==> config.mk <==
export PLATFORM = sky130hd
export DESIGN_NAME = arp_cache_with_retry_table
export DESIGN_NICKNAME = d
export VERILOG_FILES = /design/src/rtl/core/arpc_pkg.sv /design/src/rtl/core/arpc_ctrl.sv /design/src/rtl/core/arpc_dp.sv /design/src/rtl/core/arp_cache_with_retry_table.sv
export SDC_FILE = /design/constraint.sdc
export NUM_CORES = 2
export LEC_CHECK = 0
export ABC_AREA = 0
export BUFFER_PORTS_ARGS = -buffer_cell sky130_fd_sc_hd__buf_4
export CORE_MARGIN = 4
export CORE_UTILIZATION = 45
export CTS_BUF_LIST = sky130_fd_sc_hd__clkbuf_8 sky130_fd_sc_hd__clkbuf_16
export DETAILED_ROUTE_END_ITERATION = 10
export HOLD_SLACK_MARGIN = 0.1
export PLACE_DENSITY = 0.65
export SLEW_MARGIN = 10
export SYNTH_ARGS = -nofsm -noshare
export SYNTH_HDL_FRONTEND = slang
export SYNTH_SLANG_ARGS = --single-unit
==> constraint.sdc <==
create_clock -name i_clk -period 10.4 [get_ports i_clk]
set_input_delay 0 -clock i_clk [delete_from_list [all_inputs] [get_ports i_clk]]
set_output_delay 0 -clock i_clk [all_outputs]
set_load 0.02 [all_outputs]
==> src/rtl/core/arpc_pkg.sv <==
// Shared types and constants for the ARP cache with pending request table.
// No dependencies.
package arpc_pkg;
    localparam int CACHE_DEPTH   = 16;
    localparam int PENDING_DEPTH = 16;
    localparam int PORT_BITS     = 4;
    localparam int CIDX_W = $clog2(CACHE_DEPTH);
    localparam int PIDX_W = $clog2(PENDING_DEPTH);
    localparam int PCNT_W = $clog2(PENDING_DEPTH + 1);
    localparam logic [7:0] SENDS_MAX = 8'hFF;

    typedef enum logic [2:0] {
        ACT_LOOKUP = 3'd0, ACT_INSERT = 3'd1, ACT_QUEUE = 3'd2,
        ACT_REMOVE = 3'd3, ACT_TICK = 3'd4, ACT_CLEAR = 3'd5,
        ACT_RSV6 = 3'd6, ACT_RSV7 = 3'd7
    } t_action;

    typedef enum logic [2:0] {
        KIND_LOOKUP = 3'd0, KIND_INSERT = 3'd1, KIND_QUEUE = 3'd2,
        KIND_SEND = 3'd3, KIND_DONE = 3'd4
    } t_kind;

    localparam logic [0:0] REG_TIMEOUT   = 1'b0;
    localparam logic [0:0] REG_MAX_SENDS = 1'b1;

    typedef enum logic [2:0] {
        ST_IDLE, ST_EXEC, ST_SWEEP, ST_SEND, ST_DONE
    } t_state;

    // controller -> datapath
    typedef struct packed {
        logic               exec;      // run the action on the latched item
        logic               sweep;     // scan pending slot pidx; age the cache when pidx is zero
        logic [PIDX_W-1:0]  pidx;
        logic               send;      // emit send order for pidx
        logic               done;      // emit done beat
    } t_cmd;

    // datapath -> controller
    typedef struct packed {
        logic pend_live;   // pending slot pidx valid and below send limit
    } t_stat;
endpackage

==> src/rtl/core/arpc_ctrl.sv <==
// Controller for the ARP cache: sequences actions and the tick walk.
// Depends on arpc_pkg.
module arpc_ctrl (
    input  logic             i_clk,
    input  logic             i_rst_n,
    input  logic             i_start,
    input  logic [2:0]       i_action,
    input  arpc_pkg::t_stat  i_stat,
    output arpc_pkg::t_cmd   o_cmd,
    output logic             o_busy
);
    import arpc_pkg::*;

    t_state r_state, n_state;
    logic [PIDX_W-1:0] r_idx, n_idx;

    always_ff @(posedge i_clk) begin
        if (!i_rst_n) begin
            r_state <= ST_IDLE;
            r_idx   <= '0;
        end else begin
            r_state <= n_state;
            r_idx   <= n_idx;
        end
    end

    always_comb begin
        n_state = r_state;
        n_idx   = r_idx;
        o_cmd   = '0;
        o_cmd.pidx = r_idx;
        o_busy  = (r_state != ST_IDLE);
        unique case (r_state)
            ST_IDLE: begin
                if (i_start) begin
                    n_idx = '0;
                    n_state = (t_action'(i_action) == ACT_TICK) ? ST_SWEEP : ST_EXEC;
                end
            end
            ST_EXEC: begin
                o_cmd.exec = 1'b1;
                n_state = ST_IDLE;
            end
            ST_SWEEP: begin
                o_cmd.sweep = 1'b1;
                if (i_stat.pend_live) begin
                    n_state = ST_SEND;
                end else if (32'(r_idx) == PENDING_DEPTH - 1) begin
                    n_state = ST_DONE;
                end else begin
                    n_idx = r_idx + 1'b1;
                end
            end
            ST_SEND: begin
                o_cmd.send = 1'b1;
                if (32'(r_idx) == PENDING_DEPTH - 1) begin
                    n_state = ST_DONE;
                end else begin
                    n_idx = r_idx + 1'b1;
                    n_state = ST_SWEEP;
                end
            end
            ST_DONE: begin
                o_cmd.done = 1'b1;
                n_state = ST_IDLE;
            end
            default: n_state = ST_IDLE;
        endcase
    end
endmodule

==> src/rtl/core/arpc_dp.sv <==
// Datapath for the ARP cache: both tables, config registers, result register.
// Depends on arpc_pkg.
module arpc_dp (
    input  logic                  i_clk,
    input  logic                  i_rst_n,
    input  logic                  i_load,
    input  logic [2:0]            i_action,
    input  logic [31:0]           i_ip_addr,
    input  logic [47:0]           i_mac_addr,
    input  logic [3:0]            i_port_index,
    input  logic [3:0]            i_request_slot,
    input  logic                  i_cfg_we,
    input  logic                  i_cfg_index,
    input  logic [15:0]           i_cfg_data,
    input  arpc_pkg::t_cmd        i_cmd,
    output arpc_pkg::t_stat       o_stat,
    output logic                  o_valid,
    output logic [2:0]            o_kind,
    output logic                  o_hit,
    output logic [47:0]           o_found_mac,
    output logic [3:0]            o_slot,
    output logic                  o_full_res,
    output logic [31:0]           o_target_ip,
    output logic [3:0]            o_send_port,
    output logic                  o_last
);
    import arpc_pkg::*;

    logic [15:0] r_timeout;
    logic [7:0]  r_max_sends;
    logic [2:0]  r_act;
    logic [31:0] r_ip;
    logic [47:0] r_mac;
    logic [PORT_BITS-1:0] r_port;
    logic [3:0]  r_rslot;

    logic [CACHE_DEPTH-1:0]   r_ev;
    logic [31:0]              r_eip  [CACHE_DEPTH];
    logic [47:0]              r_emac [CACHE_DEPTH];
    logic [15:0]              r_eage [CACHE_DEPTH];
    logic [PENDING_DEPTH-1:0] r_pv;
    logic [31:0]              r_pip  [PENDING_DEPTH];
    logic [PORT_BITS-1:0]     r_pport[PENDING_DEPTH];
    logic [7:0]               r_psend[PENDING_DEPTH];

    // priority searches over the tables (independent compares)
    logic              e_hit, e_free_ok, p_hit, p_free_ok;
    logic [CIDX_W-1:0] e_hit_idx, e_free_idx;
    logic [PIDX_W-1:0] p_hit_idx, p_free_idx;
    always_comb begin
        e_hit = 1'b0; e_hit_idx = '0; e_free_ok = 1'b0; e_free_idx = '0;
        for (int i = CACHE_DEPTH - 1; i >= 0; i--) begin
            if (r_ev[i] && r_eip[i] == r_ip) begin
                e_hit = 1'b1; e_hit_idx = CIDX_W'(i);
            end
            if (!r_ev[i]) begin
                e_free_ok = 1'b1; e_free_idx = CIDX_W'(i);
            end
        end
        p_hit = 1'b0; p_hit_idx = '0; p_free_ok = 1'b0; p_free_idx = '0;
        for (int i = PENDING_DEPTH - 1; i >= 0; i--) begin
            if (r_pv[i] && r_pip[i] == r_ip) begin
                p_hit = 1'b1; p_hit_idx = PIDX_W'(i);
            end
            if (!r_pv[i]) begin
                p_free_ok = 1'b1; p_free_idx = PIDX_W'(i);
            end
        end
    end

    assign o_stat.pend_live = r_pv[i_cmd.pidx] && (r_psend[i_cmd.pidx] < r_max_sends);

    always_ff @(posedge i_clk) begin
        if (!i_rst_n) begin
            r_timeout   <= 16'd30;
            r_max_sends <= 8'd5;
            r_ev  <= '0;
            r_pv  <= '0;
            o_valid <= 1'b0;
        end else begin
            if (i_cfg_we) begin
                if (i_cfg_index == REG_TIMEOUT) r_timeout <= i_cfg_data;
                else r_max_sends <= i_cfg_data[7:0];
            end
            o_valid <= 1'b0;
            if (i_cmd.exec) begin
                o_valid <= 1'b1;
                unique case (t_action'(r_act))
                    ACT_INSERT: if (e_free_ok) r_ev[e_free_idx] <= 1'b1;
                    ACT_QUEUE: if (!p_hit && p_free_ok) r_pv[p_free_idx] <= 1'b1;
                    ACT_REMOVE: if (32'(r_rslot) < PENDING_DEPTH)
                        r_pv[PIDX_W'(r_rslot)] <= 1'b0;
                    ACT_CLEAR: begin
                        r_ev <= '0;
                        r_pv <= '0;
                    end
                    default: ;
                endcase
            end
            if (i_cmd.sweep) begin
                // age the whole cache on the first step of the walk
                if (i_cmd.pidx == '0) begin
                    for (int i = 0; i < CACHE_DEPTH; i++) begin
                        if (r_ev[i] && ((r_eage[i] == 16'hFFFF ? r_eage[i]
                                : r_eage[i] + 16'd1) > r_timeout))
                            r_ev[i] <= 1'b0;
                    end
                end
                if (r_pv[i_cmd.pidx] && !o_stat.pend_live) r_pv[i_cmd.pidx] <= 1'b0;
            end
            if (i_cmd.send || i_cmd.done) o_valid <= 1'b1;
        end
    end

    // payload
    always_ff @(posedge i_clk) begin
        if (i_load) begin
            r_act   <= i_action;
            r_ip    <= i_ip_addr;
            r_mac   <= i_mac_addr;
            r_port  <= i_port_index[PORT_BITS-1:0];
            r_rslot <= i_request_slot;
        end
        if (i_cmd.exec && t_action'(r_act) == ACT_INSERT && e_free_ok) begin
            r_eip[e_free_idx]  <= r_ip;
            r_emac[e_free_idx] <= r_mac;
            r_eage[e_free_idx] <= '0;
        end
        if (i_cmd.exec && t_action'(r_act) == ACT_QUEUE && !p_hit && p_free_ok) begin
            r_pip[p_free_idx]   <= r_ip;
            r_pport[p_free_idx] <= r_port;
            r_psend[p_free_idx] <= '0;
        end
        if (i_cmd.sweep && i_cmd.pidx == '0) begin
            for (int i = 0; i < CACHE_DEPTH; i++)
                if (r_ev[i] && r_eage[i] != 16'hFFFF) r_eage[i] <= r_eage[i] + 16'd1;
        end
        if (i_cmd.send) r_psend[i_cmd.pidx] <= r_psend[i_cmd.pidx] + 8'd1;

        o_kind <= KIND_DONE; o_hit <= 1'b0; o_found_mac <= '0; o_slot <= '0;
        o_full_res <= 1'b0; o_target_ip <= '0; o_send_port <= '0; o_last <= 1'b1;
        if (i_cmd.exec) begin
            unique case (t_action'(r_act))
                ACT_LOOKUP: begin
                    o_kind <= KIND_LOOKUP;
                    o_hit  <= e_hit;
                    o_found_mac <= e_hit ? r_emac[e_hit_idx] : 48'd0;
                end
                ACT_INSERT: begin
                    o_kind <= KIND_INSERT;
                    o_hit  <= p_hit;
                    o_slot <= 4'(p_hit_idx);
                    o_full_res <= !e_free_ok;
                end
                ACT_QUEUE: begin
                    o_kind <= KIND_QUEUE;
                    o_slot <= p_hit ? 4'(p_hit_idx) : (p_free_ok ? 4'(p_free_idx) : 4'd0);
                    o_full_res <= !p_hit && !p_free_ok;
                end
                default: ;
            endcase
        end
        if (i_cmd.send) begin
            o_kind <= KIND_SEND;
            o_slot <= 4'(i_cmd.pidx);
            o_target_ip <= r_pip[i_cmd.pidx];
            o_send_port <= 4'(r_pport[i_cmd.pidx]);
            o_last <= 1'b0;
        end
    end
endmodule

==> src/rtl/core/arp_cache_with_retry_table.sv <==
// ARP cache with pending request table: top level.
// Lookup, insert, queue pass through ST_EXEC to a registered result; remove, clear to a done result.
// Tick: walks the pending table, a sweep step per slot plus a send step per send order,
//   then done. The next item is taken once busy drops.
// Results are strobed for one cycle on o_valid; the receiver cannot stall.
// Synchronous active-low reset empties both tables and reloads register defaults.
module arp_cache_with_retry_table (
    input  logic        i_clk,
    input  logic        i_rst_n,
    input  logic        start,
    output logic        busy,
    input  logic [2:0]  i_action,
    input  logic [31:0] i_ip_addr,
    input  logic [47:0] i_mac_addr,
    input  logic [3:0]  i_port_index,
    input  logic [3:0]  i_request_slot,
    input  logic        i_cfg_we,
    input  logic        i_cfg_index,
    input  logic [15:0] i_cfg_data,
    output logic        o_valid,
    output logic [2:0]  o_kind,
    output logic        o_hit,
    output logic [47:0] o_found_mac,
    output logic [3:0]  o_slot,
    output logic        o_full_res,
    output logic [31:0] o_target_ip,
    output logic [3:0]  o_send_port,
    output logic        o_last
);
    import arpc_pkg::*;

    t_cmd  cmd;
    t_stat stat;
    logic  load;

    assign load = start && !busy;

    arpc_ctrl u_ctrl (
        .i_clk(i_clk), .i_rst_n(i_rst_n), .i_start(start), .i_action(i_action),
        .i_stat(stat), .o_cmd(cmd), .o_busy(busy)
    );

    arpc_dp u_dp (
        .i_clk(i_clk), .i_rst_n(i_rst_n), .i_load(load), .i_action(i_action),
        .i_ip_addr(i_ip_addr), .i_mac_addr(i_mac_addr), .i_port_index(i_port_index),
        .i_request_slot(i_request_slot), .i_cfg_we(i_cfg_we), .i_cfg_index(i_cfg_index),
        .i_cfg_data(i_cfg_data), .i_cmd(cmd), .o_stat(stat), .o_valid(o_valid),
        .o_kind(o_kind), .o_hit(o_hit), .o_found_mac(o_found_mac), .o_slot(o_slot),
        .o_full_res(o_full_res), .o_target_ip(o_target_ip), .o_send_port(o_send_port),
        .o_last(o_last)
    );

    a_one_cmd: assert property (@(posedge i_clk) disable iff (!i_rst_n)
        $countones({cmd.exec, cmd.sweep, cmd.send, cmd.done}) <= 1)
        else $error("controller issued overlapping commands");
    a_send_after_live: assert property (@(posedge i_clk) disable iff (!i_rst_n)
        cmd.send |-> $past(cmd.sweep && stat.pend_live))
        else $error("send order without a live pending slot");
    a_done_last: assert property (@(posedge i_clk) disable iff (!i_rst_n)
        cmd.done |=> (o_valid && o_last))
        else $error("done beat not marked last");
endmodule
==> impl_metrics.tcl <==
set metrics [dict create \
    status "finished clean" \
    crit_type "flop to flop" \
    leakagePower_nw 43.3 \
    postLayoutCoreUtil_pct 52.1 \
    relSlewSlack_pct 26.0 \
    drc 0 \
    ys_async_sr_fraction_pct 0 \
    r2r-end "u_dp.o_found_mac[21]$_SDFF_PN0_" \
    synth_seq_area_share_pct 64.7 \
    crit_chain "buf_4 > xor2_1 > nor3_1 > nand3_1 > nor4_1 > a41o_1 > a21oi_1 > o21ai_1 > a21oi_2 > o22ai_4 > buf_12 > buf_4 > mux2i_1 > mux2i_1 > o221ai_1 > nand2_1" \
    cts_max_path_buffers 4 \
    seq_area_um2 73300 \
    period_needed_ps 6370 \
    cts_sinks 2493 \
    yosys_warnings 0 \
    globalRouteTotalUtil_pct 25.0 \
    drive_above_1_share_pct 13.0 \
    holdWs_ps 163 \
    initial_core_util_pct 45.4 \
    ir_drop_mv 0.154 \
    reg2reg_depth 16 \
    worstHoldStart "i_rst_n" \
    gp_congestion 1.01 \
    viasPerCell 5.87 \
    final_common_cell "edfxtp_1" \
    worst_path_largest_cell_delay_ps 940 \
    place_inst 11100 \
    start_kind "flop" \
    drt-initial-drc-count 8526 \
    r2r_slack_ps 4030 \
    instances_no_fill 11800 \
    layout_common_cells "edfxtp_1 (2331), xor2_1 (758), nand2_1 (529)" \
    grt-ovfl-total 0 \
    dieArea_um2 260000 \
    clk_latency_ps 960 \
    core_area_um2 250000 \
    rows 183 \
    die_h_um 510 \
    cts_tree "built" \
    synth_cell_types 78 \
    clk_pin_slew_ps 60 \
    portBuffers 207 \
    slowest_stage "buf_4" \
    ant_nets 0 \
    rsz0062_at_grt "no" \
    postSynthNetCount 8124 \
    grt_pass1_vias 67800 \
    cts_inserted_buffers 282 \
    syn2layout_area_growth_pct 14.8 \
    timing.fmax_mhz 157 \
    die_w_um 510 \
    synth_top_area_share_pct 61.8 \
    multi_input_area_um2 38100 \
    min_period_over_period_pct 61.2 \
    required_ps 11170 \
    design_power_total_mw 21.9 \
    min_to "u_dp.r_pv[4]$_SDFF_PN0_" \
    slew_viol_final 0 \
    drtPass1Iterations 6 \
    ys_seq_elements 2493 \
    io-pin-count 208 \
    grt_first_pass_wirelength_mm 476 \
    crit_arrival_ps 7140 \
    synth_edf_count 2331 \
    hp-class "input pin to flop" \
    ys.flop_type "edfxtp_1" \
    finalHoldViolations 0 \
    layout.nets 8677 \
    synthesis.area_um2 113000 \
    max_cap_violations 0 \
    wl_per_cell_um 27.9 \
    setup_viol 0 \
    fin_area_um2 130000 \
    synth.avg_cell_area_um2 14.7 \
    finClkSkew_ps 81.8 \
    power_density_nw_per_um2 169 \
    dpl_worst_slack_ps 4050 \
    critPathMaxFanout 107 \
    hpwlAfterDp_mm 205 \
    drt-total-wl_mm 330 \
    placed_cell_area_um2 119000 \
    htreeDepth 5 \
    tightest_slew_ps 1110 \
    clock-root-buffer "clkbuf_16" \
    layout_setup_ws_ps 4030 \
    min_path_cells 3 \
    r2r_start "u_dp.r_ip[28]$_DFFE_PP_" \
    via_count 69300 \
    antenna_found_initial 17 \
    synth_top_area_cell "edfxtp_1" \
    syn_inst 7728 \
    end_kind "flop" \
    finalSetupTns_ps 0 \
    yosys-top-cells-area "edfxtp_1 (62%), xor2_1 (5.9%), mux4_2 (4.8%), xnor2_1 (3.9%), mux2i_1 (3.2%)" \
    grt_max_degree 127 \
    nFillCells 20600 \
]
## synthesized netlist by cell type, types with 8 or more instances
cell and count:
edfxtp_1 2331, xor2_1 758, nand2_1 529, xnor2_1 500
nor2_1 464, mux2i_1 359, ha_1 284, mux4_2 240
nand3_1 230, a21oi_1 208, nand4_1 188, nor4_1 167
dfxtp_1 162, clkbuf_1 138, o21ai_0 110, inv_1 97
buf_2 90, and3_1 83, buf_4 81, nor3_1 73
nor2b_1 65, and2_1 54, nand2b_1 51, a22oi_1 46
a21o_1 43, o221ai_1 36, a21boi_0 29, o21a_1 29
mux2_2 27, buf_1 25, mux2_1 21, a31o_1 15
a31oi_1 14, a211oi_1 13, and4_1 13, or3_1 13
buf_6 12, or4_1 12, o211ai_1 11, o221ai_2 11
a221oi_1 9, o22ai_1 8, or2_2 8
## metal layers
layer  share of wire (%)  global-route usage [%]  routed length [um]  up-vias
li1                    -                       -                   -    30100
met1                  42                    35.9              139000    35200
met2                  45                    38.5              150000     3334
met3                 9.3                    5.18               30700      567
met4                 3.3                    7.42               10800        6
met5               0.014                       0                  47        -
## cell families (layout without fill, tap and decap cells)
logic type | after synthesis | count (layout) | synth area share (%)
buffers and inverters | 444 | 1187 | 1.92
multiplexers | 647 | 647 | 8.42
other | 0 | 5 | 0
flip-flops | 2493 | 2493 | 64.7
AND/OR/NAND/NOR | 1974 | 1974 | 8.47
AO/OA/AOI/OAI | 628 | 628 | 3.64
XOR/XNOR | 1258 | 1258 | 9.73
adder cells (fa/ha/maj) | 284 | 284 | 3.14
## how the worst max path moves through the flow
stage,slack (ps),cells past startpoint,to,startpoint
final,4030,16,u_dp.o_found_mac[21]$_SDFF_PN0_,u_dp.r_ip[28]$_DFFE_PP_
after global routing,3620,16,u_dp.o_found_mac[6]$_SDFF_PN0_,u_dp.r_ip[7]$_DFFE_PP_
after CTS,4010,16,u_dp.o_found_mac[19]$_SDFF_PN0_,u_dp.r_ip[28]$_DFFE_PP_
after detailed placement,4050,16,u_dp.o_found_mac[6]$_SDFF_PN0_,u_dp.r_ip[28]$_DFFE_PP_
after global placement,4120,16,u_dp.o_found_mac[17]$_SDFF_PN0_,u_dp.r_ip[7]$_DFFE_PP_
after floorplan,150,7,u_dp.r_eage[3][0]$_SDFFCE_PN0P_,u_dp.r_ev[9]$_SDFF_PN0_
## registers in the layout, indices dropped and copies added (netlist names), 8 cells and up, named ones only
register          cells
u_dp.r_pv            16
u_dp.r_timeout       16
u_dp.o_target_ip     32
u_dp.r_eip          512
u_dp.r_ip            32
u_dp.r_pport         64
u_dp.r_eage         256
u_dp.r_ev            16
u_dp.r_psend        128
u_dp.r_emac         768
u_dp.r_max_sends      8
u_dp.r_pip          512
u_dp.r_mac           48
u_dp.o_found_mac     48
## final cells by class
class	instances	share of cell area (%)
clock buffer	306	5.77
multi-input combinational	4791	29.3
timing repair buffer	615	4.08
antenna	5	0.00963
inverter	98	0.283
sequential	2493	56.4
clock inverter	168	0.940
tap	3330	3.21
## report_power, final
part           switching [mW]  internal [mW]
sequential              0.108           11.0
clock                    3.94           5.58
combinational           0.796          0.469
total                    4.85           17.1
## critical path: cells and delay by family, from the launching register on
family / cells / cell delay [ps]
compound gates: 6 / 1380
xor+xnor: 1 / 140
buf+inv: 3 / 2190
flops: 1 / 910
mux: 2 / 380
simple gates: 4 / 980
## timing repair
item	4_1_cts	5_1_grt
setup buffers	0	0
endpoints found under the hold margin	173	0
hold buffers	243	0
resized for setup	0	0
No activity file was read; power rests on OpenSTA's default activity.
